[config.mk]
export PLATFORM = sky130hd
export DESIGN_NAME = adc_position_ascii_framer
export DESIGN_NICKNAME = d
export VERILOG_FILES = /design/src/hdl/apaf_pkg.sv /design/src/hdl/adc_position_ascii_framer.sv
export SDC_FILE = /design/constraint.sdc
export NUM_CORES = 2
export LEC_CHECK = 0
export ABC_AREA = 1
export ABC_CLOCK_PERIOD_IN_PS = 7940
export BUFFER_PORTS_ARGS = -buffer_cell sky130_fd_sc_hd__clkbuf_2
export CAP_MARGIN = 10
export CORE_MARGIN = 3
export CORE_UTILIZATION = 50
export CTS_CLUSTER_SIZE = 10
export DETAILED_ROUTE_END_ITERATION = 8
export GPL_TIMING_DRIVEN = 1
export PLACE_DENSITY = 0.76
export SLEW_MARGIN = 20
export SYNTH_ARGS = -nofsm -noshare
export SYNTH_HDL_FRONTEND = slang
export SYNTH_SLANG_ARGS = --single-unit
[constraint.sdc]
create_clock -name clk -period 7.94 [get_ports clk]
set_input_delay 1.985 -clock clk [delete_from_list [all_inputs] [get_ports clk]]
set_output_delay 1.985 -clock clk [all_outputs]
set_load 0.05 [all_outputs]
[src/hdl/apaf_pkg.sv]
// ----------------------------------------------------------------------------
// apaf_pkg
// Types and constants for the ADC position ASCII framer: register indexes,
// calibration constants, frame characters and the decimal digit splitter.
// ----------------------------------------------------------------------------
package apaf_pkg;

  // Configuration port.
  localparam int unsigned CFG_IDX_W  = 8;
  localparam int unsigned CFG_DATA_W = 14;
  localparam logic [CFG_IDX_W-1:0] REG_GAIN   = 8'd0;
  localparam logic [CFG_IDX_W-1:0] REG_OFFSET = 8'd1;

  // Field widths.
  localparam int unsigned SAMPLE_W = 12;
  localparam int unsigned GAIN_W   = 14;
  localparam int unsigned OFFSET_W = 12;
  localparam int unsigned PROD_W   = SAMPLE_W + GAIN_W;  // 26 bits
  localparam int unsigned SCALED_W = 13;                  // product / 10000 < 6709
  localparam int unsigned POS_W    = 14;                  // 0 .. 9999

  localparam logic [GAIN_W-1:0]   GAIN_RESET   = 14'd4513;
  localparam logic [OFFSET_W-1:0] OFFSET_RESET = 12'd147;
  localparam logic [POS_W-1:0]    POS_MAX      = 14'd9999;

  // Division by 10000 as a multiply by ceil(2^40 / 10000). It is exact for
  // every dividend below 2^26.
  localparam int unsigned RECIP_SHIFT = 40;
  localparam int unsigned RECIP_W     = 27;
  localparam logic [RECIP_W-1:0] RECIP_10000 = 27'd109951163;
  localparam int unsigned MUL_W = PROD_W + RECIP_W;

  // Frame characters.
  localparam logic [7:0] CH_STX  = 8'h02;
  localparam logic [7:0] CH_DOT  = 8'h2E;
  localparam logic [7:0] CH_CR   = 8'h0D;
  localparam logic [7:0] CH_ETX  = 8'h03;
  localparam logic [7:0] CH_ZERO = 8'h30;

  // Byte positions within the frame.
  localparam int unsigned FRAME_LEN = 8;
  localparam int unsigned BIDX_W    = 3;
  localparam logic [BIDX_W-1:0] BYTE_STX   = 3'd0;
  localparam logic [BIDX_W-1:0] BYTE_THOU  = 3'd1;
  localparam logic [BIDX_W-1:0] BYTE_DOT   = 3'd2;
  localparam logic [BIDX_W-1:0] BYTE_HUND  = 3'd3;
  localparam logic [BIDX_W-1:0] BYTE_TENS  = 3'd4;
  localparam logic [BIDX_W-1:0] BYTE_UNITS = 3'd5;
  localparam logic [BIDX_W-1:0] BYTE_CR    = 3'd6;
  localparam logic [BIDX_W-1:0] BYTE_ETX   = 3'd7;

  typedef struct packed {
    logic [3:0]       digit;
    logic [POS_W-1:0] rem;
  } digit_split_t;

  // Leading decimal digit of v for a given place value, with the remainder.
  // v must be below ten times the place value. The nine compares are
  // independent; the largest one that holds wins.
  function automatic digit_split_t split_digit(input logic [POS_W-1:0] v,
                                               input logic [POS_W-1:0] unit);
    digit_split_t     res;
    logic [POS_W-1:0] step;
    res.digit = 4'd0;
    res.rem   = v;
    for (int k = 1; k < 10; k++) begin
      step = POS_W'(k) * unit;
      if (v >= step) begin
        res.digit = 4'(k);
        res.rem   = v - step;
      end
    end
    return res;
  endfunction

endpackage

[src/hdl/adc_position_ascii_framer.sv]
// ----------------------------------------------------------------------------
// adc_position_ascii_framer
// Calibrates a 12-bit converter sample to a position in thousandths of a
// centimeter and sends it as an eight-byte ASCII frame.
// ----------------------------------------------------------------------------
//
// Channel  Dir  Handshake           Payload
// in_      in   in_tvalid/tready    tdata[11:0] sample, tdata[15:12] zero
// out_     out  out_tvalid/tready   tdata[7:0] frame_byte, tlast = last
// cfg_     in   cfg_valid/ready     cfg_index (0 gain, 1 offset), cfg_data
//
// Each sample yields eight bytes, one per cycle while out_tready is high, so
// a sample is taken once per frame at full rate; the byte serializer sets that
// pace. The first byte goes out from the frame register behind stage six.
// The six-stage calibration pipeline keeps accepting while a frame is sent.
// A stall on the output holds the frame and backs up the pipeline stage by stage.
// Reset (rst_n low, synchronous) empties the pipeline and loads gain 4513 and
// offset 147. in_tready and cfg_ready are low while reset is held; cfg_ready
// is high otherwise.

module adc_position_ascii_framer (
  input  logic        clk,
  input  logic        rst_n,
  // Input samples.
  input  logic        in_tvalid,
  output logic        in_tready,
  input  logic [15:0] in_tdata,    // [11:0] sample, [15:12] zero
  // Output frame bytes.
  output logic        out_tvalid,
  input  logic        out_tready,
  output logic [7:0]  out_tdata,   // [7:0] frame_byte
  output logic        out_tlast,   // last byte of the frame (ETX)
  // Configuration writes.
  input  logic                            cfg_valid,
  output logic                            cfg_ready,
  input  logic [apaf_pkg::CFG_IDX_W-1:0]  cfg_index,
  input  logic [apaf_pkg::CFG_DATA_W-1:0] cfg_data
);

  // Configuration registers.
  logic [apaf_pkg::GAIN_W-1:0]   gain_r;
  logic [apaf_pkg::OFFSET_W-1:0] offset_r;

  // Pipeline valid bits and payloads.
  logic v1_r, v2_r, v3_r, v4_r, v5_r, v6_r;
  logic en1, en2, en3, en4, en5, en6;

  logic [apaf_pkg::SAMPLE_W-1:0] sample_r;
  logic [apaf_pkg::PROD_W-1:0]   prod_r;
  logic [apaf_pkg::SCALED_W-1:0] scaled_r;
  logic [apaf_pkg::POS_W-1:0]    pos_r;
  logic [3:0]                    s5_thou_r;
  logic [apaf_pkg::POS_W-1:0]    s5_rem_r;
  logic [3:0]                    s6_thou_r, s6_hund_r;
  logic [apaf_pkg::POS_W-1:0]    s6_rem_r;

  // Frame serializer.
  logic                        fr_v_r;
  logic [apaf_pkg::BIDX_W-1:0] idx_r;
  logic [3:0]                  d_thou_r, d_hund_r, d_tens_r, d_units_r;
  logic                        fr_free;
  logic                        out_fire;

  // Combinational intermediates.
  logic [apaf_pkg::MUL_W-1:0]  recip_mul;
  logic [apaf_pkg::POS_W-1:0]  scaled_ext;
  logic [apaf_pkg::POS_W-1:0]  offset_ext;
  logic [apaf_pkg::POS_W-1:0]  pos_nxt;
  apaf_pkg::digit_split_t      thou_split, hund_split, tens_split;

  assign cfg_ready = rst_n;

  always_ff @(posedge clk) begin
    if (!rst_n) begin
      gain_r   <= apaf_pkg::GAIN_RESET;
      offset_r <= apaf_pkg::OFFSET_RESET;
    end else if (cfg_valid && cfg_ready) begin
      if (cfg_index == apaf_pkg::REG_GAIN) begin
        gain_r <= cfg_data[apaf_pkg::GAIN_W-1:0];
      end else if (cfg_index == apaf_pkg::REG_OFFSET) begin
        offset_r <= cfg_data[apaf_pkg::OFFSET_W-1:0];
      end
    end
  end

  // A stage may load when it is empty or its content moves on this cycle.
  assign out_fire = out_tvalid && out_tready;
  assign fr_free  = !fr_v_r || (out_fire && (idx_r == apaf_pkg::BYTE_ETX));
  assign en6      = !v6_r || fr_free;
  assign en5      = !v5_r || en6;
  assign en4      = !v4_r || en5;
  assign en3      = !v3_r || en4;
  assign en2      = !v2_r || en3;
  assign en1      = !v1_r || en2;
  assign in_tready = rst_n && en1;

  always_comb begin
    recip_mul  = apaf_pkg::MUL_W'(prod_r) * apaf_pkg::MUL_W'(apaf_pkg::RECIP_10000);
    scaled_ext = apaf_pkg::POS_W'(scaled_r);
    offset_ext = apaf_pkg::POS_W'(offset_r);
    // Saturate at zero, then cap at the largest four-digit value.
    if (scaled_ext <= offset_ext) begin
      pos_nxt = '0;
    end else begin
      pos_nxt = scaled_ext - offset_ext;
    end
    if (pos_nxt > apaf_pkg::POS_MAX) begin
      pos_nxt = apaf_pkg::POS_MAX;
    end
    thou_split = apaf_pkg::split_digit(pos_r, apaf_pkg::POS_W'(1000));
    hund_split = apaf_pkg::split_digit(s5_rem_r, apaf_pkg::POS_W'(100));
    tens_split = apaf_pkg::split_digit(s6_rem_r, apaf_pkg::POS_W'(10));
  end

  // Valid bits and serializer control.
  always_ff @(posedge clk) begin
    if (!rst_n) begin
      v1_r   <= 1'b0;
      v2_r   <= 1'b0;
      v3_r   <= 1'b0;
      v4_r   <= 1'b0;
      v5_r   <= 1'b0;
      v6_r   <= 1'b0;
      fr_v_r <= 1'b0;
      idx_r  <= apaf_pkg::BYTE_STX;
    end else begin
      if (en1) v1_r <= in_tvalid;
      if (en2) v2_r <= v1_r;
      if (en3) v3_r <= v2_r;
      if (en4) v4_r <= v3_r;
      if (en5) v5_r <= v4_r;
      if (en6) v6_r <= v5_r;
      if (fr_free) begin
        fr_v_r <= v6_r;
        idx_r  <= apaf_pkg::BYTE_STX;
      end else if (out_fire) begin
        idx_r <= idx_r + 1'b1;
      end
    end
  end

  // Pipeline payloads.
  always_ff @(posedge clk) begin
    if (en1) sample_r <= in_tdata[apaf_pkg::SAMPLE_W-1:0];
    if (en2) prod_r   <= apaf_pkg::PROD_W'(sample_r) * apaf_pkg::PROD_W'(gain_r);
    if (en3) scaled_r <= recip_mul[apaf_pkg::RECIP_SHIFT +: apaf_pkg::SCALED_W];
    if (en4) pos_r    <= pos_nxt;
    if (en5) begin
      s5_thou_r <= thou_split.digit;
      s5_rem_r  <= thou_split.rem;
    end
    if (en6) begin
      s6_thou_r <= s5_thou_r;
      s6_hund_r <= hund_split.digit;
      s6_rem_r  <= hund_split.rem;
    end
    if (fr_free) begin
      d_thou_r  <= s6_thou_r;
      d_hund_r  <= s6_hund_r;
      d_tens_r  <= tens_split.digit;
      d_units_r <= tens_split.rem[3:0];
    end
  end

  assign out_tvalid = fr_v_r;
  assign out_tlast  = (idx_r == apaf_pkg::BYTE_ETX);

  always_comb begin
    case (idx_r)
      apaf_pkg::BYTE_STX:   out_tdata = apaf_pkg::CH_STX;
      apaf_pkg::BYTE_THOU:  out_tdata = apaf_pkg::CH_ZERO + {4'd0, d_thou_r};
      apaf_pkg::BYTE_DOT:   out_tdata = apaf_pkg::CH_DOT;
      apaf_pkg::BYTE_HUND:  out_tdata = apaf_pkg::CH_ZERO + {4'd0, d_hund_r};
      apaf_pkg::BYTE_TENS:  out_tdata = apaf_pkg::CH_ZERO + {4'd0, d_tens_r};
      apaf_pkg::BYTE_UNITS: out_tdata = apaf_pkg::CH_ZERO + {4'd0, d_units_r};
      apaf_pkg::BYTE_CR:    out_tdata = apaf_pkg::CH_CR;
      apaf_pkg::BYTE_ETX:   out_tdata = apaf_pkg::CH_ETX;
      default:              out_tdata = apaf_pkg::CH_ETX;
    endcase
  end

`ifndef NO_ASSERTIONS
  // A frame, once started, stays on the bus until its ETX byte is taken.
  a_frame_continues: assert property (@(posedge clk) disable iff (!rst_n)
    out_tvalid && out_tready && !out_tlast |=> out_tvalid)
    else $error("frame ended before its last byte");

  // The opening byte of a frame is never flagged as the last.
  a_stx_not_last: assert property (@(posedge clk) disable iff (!rst_n)
    out_tvalid && idx_r == apaf_pkg::BYTE_STX |-> !out_tlast)
    else $error("STX byte flagged as last");

  // A position waiting in the last stage is not lost while the frame is busy.
  a_stage_holds: assert property (@(posedge clk) disable iff (!rst_n)
    v6_r && !fr_free |=> v6_r)
    else $error("pipeline item dropped while serializer busy");

  // An accepted sample always enters the pipeline.
  a_accept_enters: assert property (@(posedge clk) disable iff (!rst_n)
    in_tvalid && in_tready |=> v1_r)
    else $error("accepted sample not captured");
`endif

endmodule
# Yosys cells after proc, flatten, opt, wreduce, memory -nomap -nowiden
# Cells that the tools add are included.
[classes]
n_addsub = 33
multipliers = 2
n_lt_le_gt_ge = 29
eq_ne = 8
mux = 29
n_bitwise = 2
n_reduce_logical = 26
[ops]
columns = ["operator", "count"]
rows = [
  ["$mux W18", 18],
  ["$mux W15", 6],
  ["$ge A14 B10 Y1 const B", 5],
  ["$sub A14 B10 Y14 const B", 5],
  ["$pmux W8 S8", 1],
  ["$ge A14 B13 Y1 const B", 4],
  ["$ge A14 B7 Y1 const B", 4],
  ["$sub A14 B13 Y14 const B", 4],
  ["$mul A26 B27 Y53 const B", 1],
  ["$ge A14 B6 Y1 const B", 3],
  ["$ge A14 B9 Y1 const B", 3],
  ["$mux W14", 3],
  ["$sub A14 B6 Y14 const B", 3],
  ["$sub A14 B7 Y14 const B", 3],
  ["$sub A14 B9 Y14 const B", 3],
  ["$add A6 B4 Y7 const A", 4],
  ["$ge A14 B12 Y1 const B", 2],
  ["$ge A14 B5 Y1 const B", 2],
  ["$sub A14 B12 Y14 const B", 2],
  ["$sub A14 B5 Y14 const B", 2],
  ["$mul A12 B14 Y26", 1],
  ["$ge A14 B11 Y1 const B", 1],
  ["$ge A14 B14 Y1 const B", 1],
  ["$ge A14 B4 Y1 const B", 1],
  ["24 further kinds", 47],
]
[word_totals]
reg_bits = 157
input_bits = 43
out_inout_bits = 12
elab_cells = 155

# Logic depth before layout (Yosys ltp)
[depth]
depth_word = 10
depth_mapped = 27
mapped_depth_nobuf = 27

# Least setup slack after synthesis
# Ideal clock, no wire load.
[synth_path]
kind = "input port to output port"
from = "input port out_tready"
to = "output port in_tready"
arrival_time_ns = 5.222
required_time_ns = 5.955
path_slack_ns = 0.733
cell_stages = 14
path_buffers = 0
path_cell_list = "nand2_1 nand2_1 nor2_1 inv_1 nor2_1 inv_1 nor2_1 inv_1 nor2_1 inv_1 nor2_1 nand2_1 nand2_1 inv_1"
[synth_via]
elab_chain_len = 10
[synth_rtl]
columns = ["element", "line", "source"]
rows = [
  ["start, declared", "adc_position_ascii_framer.sv:30", "input logic out_tready,"],
  ["$logic_and A1 B1 Y1", "adc_position_ascii_framer.sv:87", "assign out_fire = out_tvalid && out_tready;"],
  ["$logic_and A1 B1 Y1", "adc_position_ascii_framer.sv:88", "assign fr_free = !fr_v_r || (out_fire && (idx_r == apaf_pkg::BYTE_ETX));"],
  ["$logic_or A1 B1 Y1", "adc_position_ascii_framer.sv:88", ""],
  ["net fr_free", "adc_position_ascii_framer.sv:61", "logic fr_free;"],
  ["$logic_or A1 B1 Y1", "adc_position_ascii_framer.sv:89", "assign en6 = !v6_r || fr_free;"],
  ["net en6", "adc_position_ascii_framer.sv:46", "logic en1, en2, en3, en4, en5, en6;"],
  ["$logic_or A1 B1 Y1", "adc_position_ascii_framer.sv:90", "assign en5 = !v5_r || en6;"],
  ["net en5", "adc_position_ascii_framer.sv:46", ""],
  ["$logic_or A1 B1 Y1", "adc_position_ascii_framer.sv:91", "assign en4 = !v4_r || en5;"],
  ["net en4", "adc_position_ascii_framer.sv:46", ""],
  ["$logic_or A1 B1 Y1", "adc_position_ascii_framer.sv:92", "assign en3 = !v3_r || en4;"],
  ["net en3", "adc_position_ascii_framer.sv:46", ""],
  ["$logic_or A1 B1 Y1", "adc_position_ascii_framer.sv:93", "assign en2 = !v2_r || en3;"],
  ["$logic_or A1 B1 Y1", "adc_position_ascii_framer.sv:94", "assign en1 = !v1_r || en2;"],
  ["$logic_and A1 B1 Y1", "adc_position_ascii_framer.sv:95", "assign in_tready = rst_n && en1;"],
  ["end, declared", "adc_position_ascii_framer.sv:26", "output logic in_tready,"],
]
# The timed path passes the listed nets, and every way through them passes these cells.

# Worst setup path in the final report
[layout_path]
from = "register prod_r[11] (netlist bit)"
to = "register scaled_r[10] (netlist bit), data pin"
[layout_via]
elab_chain_len = 1
[layout_rtl]
columns = ["element", "line", "source"]
rows = [
  ["start, declared", "adc_position_ascii_framer.sv:49", "logic [apaf_pkg::PROD_W-1:0] prod_r;"],
  ["start signal, assigned", "adc_position_ascii_framer.sv:145", "if (en2) prod_r <= apaf_pkg::PROD_W'(sample_r) * apaf_pkg::PROD_W'(gain_r);"],
  ["$mul A26 B27 Y53", "adc_position_ascii_framer.sv:98", "recip_mul = apaf_pkg::MUL_W'(prod_r) * apaf_pkg::MUL_W'(apaf_pkg::RECIP_10000);"],
  ["net recip_mul, one bit", "adc_position_ascii_framer.sv:65", "logic [apaf_pkg::MUL_W-1:0] recip_mul;"],
  ["end signal, assigned", "adc_position_ascii_framer.sv:146", "if (en3) scaled_r <= recip_mul[apaf_pkg::RECIP_SHIFT +: apaf_pkg::SCALED_W];"],
  ["end, declared", "adc_position_ascii_framer.sv:50", "logic [apaf_pkg::SCALED_W-1:0] scaled_r;"],
]
# The timed path passes the listed nets, and every way through them passes these cells.
# A chain may end at the register's enable or synchronous reset.

==> metrics.log <==
INFO  metric most-common-layout-cells = sky130_fd_sc_hd__inv_1, sky130_fd_sc_hd__nand2_1, sky130_fd_sc_hd__fa_1
INFO  metric post_synth_mux_area_share = 0%
INFO  metric count_of_different_cell_masters_after_synthesis = 54
INFO  metric dominantRegCellSynth = sky130_fd_sc_hd__edfxtp_1
INFO  metric yosys_reg_bits = 157
INFO  metric worstPathRequired = 8.12 ns
INFO  metric postCtsSetupBuffers = 0
INFO  metric die_footprint = 60280 um^2
INFO  metric grt_start_max_net_pins = 27
INFO  metric dp.final_hpwl = 62040 um
INFO  metric wl_per_cell = 17.37 um
INFO  metric n_antenna_cell = 0
INFO  metric synth-edff-count = 121
INFO  metric first_global_vias = 22848
INFO  metric grt_antenna_before_repair = 0
INFO  metric worstReg2RegStart = prod_r[11]
INFO  metric timing_worst_setup_path_type = flip-flop to flip-flop
INFO  metric floorplan.initialDensity = 50.67%
INFO  metric final.fill_count = 5274
INFO  metric maxSlewHeadroom = 31.46%
INFO  metric worstSkewPairLatency = 0.45 ns
INFO  metric finalNetCount = 4347
INFO  metric syn-cell-area = 28680 um^2
INFO  metric drt-total-wl = 74040 um
INFO  metric wire_length_of_the_first_global_routing_pass = 119700 um
INFO  metric critPathMaxFanout = 6
INFO  metric final_period_minus_worst_setup_slack = 6.631 ns
INFO  metric ctsHoldBuffers = 0
INFO  metric htree_levels = 4
INFO  metric worst_hold_path.endpoint = s6_thou_r[0]
INFO  metric area_share_of_and_or_nand_nor_cells_after_synthesis = 14.91%
INFO  metric reg2regPathDepth = 22
INFO  metric syn-instance-count = 3483
INFO  metric first_iter_violations = 1636
INFO  metric syn_area_per_cell = 8.235 um^2
INFO  metric synth.yosys.warnings = 0
INFO  metric final_clock_period_utilization_by_the_worst_path = 83.52%
INFO  metric regToRegEndpoint = scaled_r[10]
INFO  metric numClockSinks = 157
INFO  metric fp-row-count = 87
INFO  metric mostFrequentLayoutCell = sky130_fd_sc_hd__inv_1
INFO  metric detail_route.first_pass.iterations = 6
INFO  metric antenna_violating_nets_post_route = 0
INFO  metric ff_latch_area = 4354 um^2
INFO  metric areaGrowthSynthToFinish = 5.291%
INFO  metric final_max_slew_viol_count = 0
INFO  metric critical_path.startpoint_type = flip-flop
INFO  metric port-buffer-count = 48
INFO  metric all_layer_global_routing_usage = 25.23%
INFO  metric dr_total_vias = 22676
INFO  metric grt_overflow_total = 0
INFO  metric setup_violations = 0
INFO  metric area_of_the_placeable_core = 56600 um^2
INFO  metric worstPathArrival = 6.82 ns
INFO  metric drt-vias-per-instance = 5.321
INFO  metric final_cell_count_no_fill = 4262
INFO  metric ys_seq_area_share = 15.18%
INFO  metric drive_gt1_share = 3.851%
INFO  metric max_freq = 150.8 MHz
INFO  metric share_of_the_synthesized_area_in_compound_gates_ao_oa_aoi_oai = 8.502%
INFO  metric cts_inserted_buffers = 17
INFO  metric clock-skew-final = 0.009414 ns
INFO  metric status = finished clean
INFO  metric worstHoldStart = s5_thou_r[0]
INFO  metric grt_setup_unrepaired = no
INFO  metric synth_top_family_by_area = adder cells
INFO  metric multiInputGateArea = 20680 um^2
INFO  metric cts_tree = yes
INFO  metric holdPathStages = 0
INFO  metric hold_path_class = flip-flop to flip-flop
INFO  metric placedCellCount = 4230
INFO  metric setup_tns = 0 ns
INFO  metric max_slew.worst_pin.slew = 1.027 ns
INFO  metric die_boundary_height = 245.5 um
INFO  metric synth_adder_area_share = 46.42%
INFO  metric whs = 0.4216 ns
INFO  metric cts_repair_resize_count = 0
INFO  metric maxCapViolCount = 0
INFO  metric yosys.area_share.xor_xnor = 2.229%
INFO  metric floorplan.io_pins = 55
INFO  metric number_of_buffers_between_clock_root_and_the_deepest_sink = 2
INFO  metric clk_root_buffer_cell = sky130_fd_sc_hd__clkbuf_16
INFO  metric timing_hold_violations_final = 0
INFO  metric clock_pin_slew_reported_for_the_worst_setup_and_hold_paths_after_clock_tree_synthesis = 0.07 ns
INFO  metric chipWidth = 245.5 um
INFO  metric ff2ff_setup_slack = 1.31 ns
INFO  metric synthArstFlopShare = 0%
INFO  metric drc_errors = 0
INFO  metric gp_congestion = 0.9868
INFO  metric end_kind = flip-flop
==> critical path, stage by stage, from the launching register on <==
cell	delay (ns)
sky130_fd_sc_hd__edfxtp_1	0.69
sky130_fd_sc_hd__ha_1	0.38
sky130_fd_sc_hd__inv_1	0.24
sky130_fd_sc_hd__fa_1	0.58
sky130_fd_sc_hd__inv_1	0.05
sky130_fd_sc_hd__fa_1	0.52
sky130_fd_sc_hd__inv_1	0.05
sky130_fd_sc_hd__fa_1	0.49
sky130_fd_sc_hd__inv_1	0.05
sky130_fd_sc_hd__fa_1	0.47
sky130_fd_sc_hd__fa_1	0.55
sky130_fd_sc_hd__inv_1	0.05
sky130_fd_sc_hd__fa_1	0.56
sky130_fd_sc_hd__inv_1	0.06
sky130_fd_sc_hd__ha_1	0.31
sky130_fd_sc_hd__nand2_1	0.11
sky130_fd_sc_hd__nor2_1	0.22
sky130_fd_sc_hd__inv_1	0.08
sky130_fd_sc_hd__nor3_1	0.13
sky130_fd_sc_hd__inv_1	0.09
sky130_fd_sc_hd__o21a_1	0.19
sky130_fd_sc_hd__o211ai_1	0.36
sky130_fd_sc_hd__xor2_1	0.11
==> cells in the mapped netlist, types with 3 or more instances <==
master                     number  share of area [%]
sky130_fd_sc_hd__inv_1        870                 11
sky130_fd_sc_hd__nand2_1      617                8.1
sky130_fd_sc_hd__fa_1         422                 29
sky130_fd_sc_hd__ha_1         389                 17
sky130_fd_sc_hd__nor2_1       236                3.1
sky130_fd_sc_hd__a21oi_1      223                3.9
sky130_fd_sc_hd__o21ai_0      134                2.3
sky130_fd_sc_hd__edfxtp_1     121                 13
sky130_fd_sc_hd__nand3_1       94                1.6
sky130_fd_sc_hd__xor2_1        55                1.7
sky130_fd_sc_hd__clkbuf_1      36               0.47
sky130_fd_sc_hd__dfxtp_1       36                2.5
sky130_fd_sc_hd__nor3_1        30               0.52
sky130_fd_sc_hd__nand4_1       28               0.61
sky130_fd_sc_hd__xnor2_1       18               0.55
sky130_fd_sc_hd__o21ai_1       16               0.28
sky130_fd_sc_hd__inv_2         15               0.20
sky130_fd_sc_hd__buf_2         13               0.23
sky130_fd_sc_hd__buf_4         12               0.31
sky130_fd_sc_hd__o211ai_1      10               0.26
sky130_fd_sc_hd__o21a_1        10               0.26
sky130_fd_sc_hd__a211oi_1       9               0.24
sky130_fd_sc_hd__a31oi_1        9               0.20
sky130_fd_sc_hd__nor4_1         9               0.20
sky130_fd_sc_hd__nand2_2        7               0.15
sky130_fd_sc_hd__or2_2          7               0.15
sky130_fd_sc_hd__a21o_1         6               0.16
sky130_fd_sc_hd__o21bai_1       6               0.16
sky130_fd_sc_hd__o31ai_1        6               0.16
sky130_fd_sc_hd__nor2_2         5               0.11
sky130_fd_sc_hd__a41oi_1        3              0.092
sky130_fd_sc_hd__and3_1         3              0.065
sky130_fd_sc_hd__inv_4          3              0.065
sky130_fd_sc_hd__o21ai_2        3              0.092
==> layer usage <==
metal	part of all wire (%)	GRT usage, %	vias to the layer above
li1	-	-	10759
met1	42	33.45	10958
met2	47	41.70	825
met3	7.7	5.572	134
met4	3.0	7.121	0
met5	0	0	-
==> cells by family (layout without fill, tap and decap cells) <==
logic type      Yosys count  count (layout)
simple gates           1044            1044
other cells               1               2
flops                   157             157
buf+inv                 952             974
compound gates          445             445
xor+xnor                 73              73
fa+ha+maj               811             811
==> worst max-delay path by stage <==
stage / slack (ns) / start / endpoint / depth (start not counted)
3_5_place_dp: 1.31 / out_tready / in_tready / 17
5_1_grt: 0.88 / out_tready / in_tready / 17
4_1_cts: 1.29 / out_tready / in_tready / 17
6_report: 1.31 / prod_r[11] / scaled_r[10] / 22
2_1_floorplan: 0.73 / out_tready / in_tready / 14
3_3_place_gp: 1.32 / prod_r[11] / scaled_r[10] / 22
==> layout make-up <==
cell class              instances  area share, %
inverters                     889          11.09
multi-input cells            2375          68.47
repair buffers                 53         0.9197
flip-flops and latches        157          14.42
clock buffers                  17          1.409
clock inverters                15         0.5634
well taps                     756          3.132
==> flip-flops by register name, summed over array words and instances, names as in the netlist, 4 cells and up <==
name / cells
d_hund_r: 4
d_tens_r: 4
d_thou_r: 4
d_units_r: 4
gain_r: 14
offset_r: 12
pos_r: 14
prod_r: 26
s5_rem_r: 14
s5_thou_r: 4
s6_hund_r: 4
s6_rem_r: 14
s6_thou_r: 4
sample_r: 12
scaled_r: 13
==> per-stage QoR <==
| stage | utilization [%] | setup slack, ns | cell area (um^2) |
|---|---|---|---|
| floorplan | - | 0.7327 | 28690 |
| global placement | 52.30 | 1.320 | 29600 |
| detailed placement | 52.30 | 1.307 | 29600 |
| CTS | 53.35 | 1.295 | 30200 |
| global route | 53.35 | 0.8812 | 30200 |
| finish | 53.35 | 1.309 | 30200 |
Power is not shown: default switching activity piles up to over one toggle a cycle in this logic, so the estimate is an artifact.
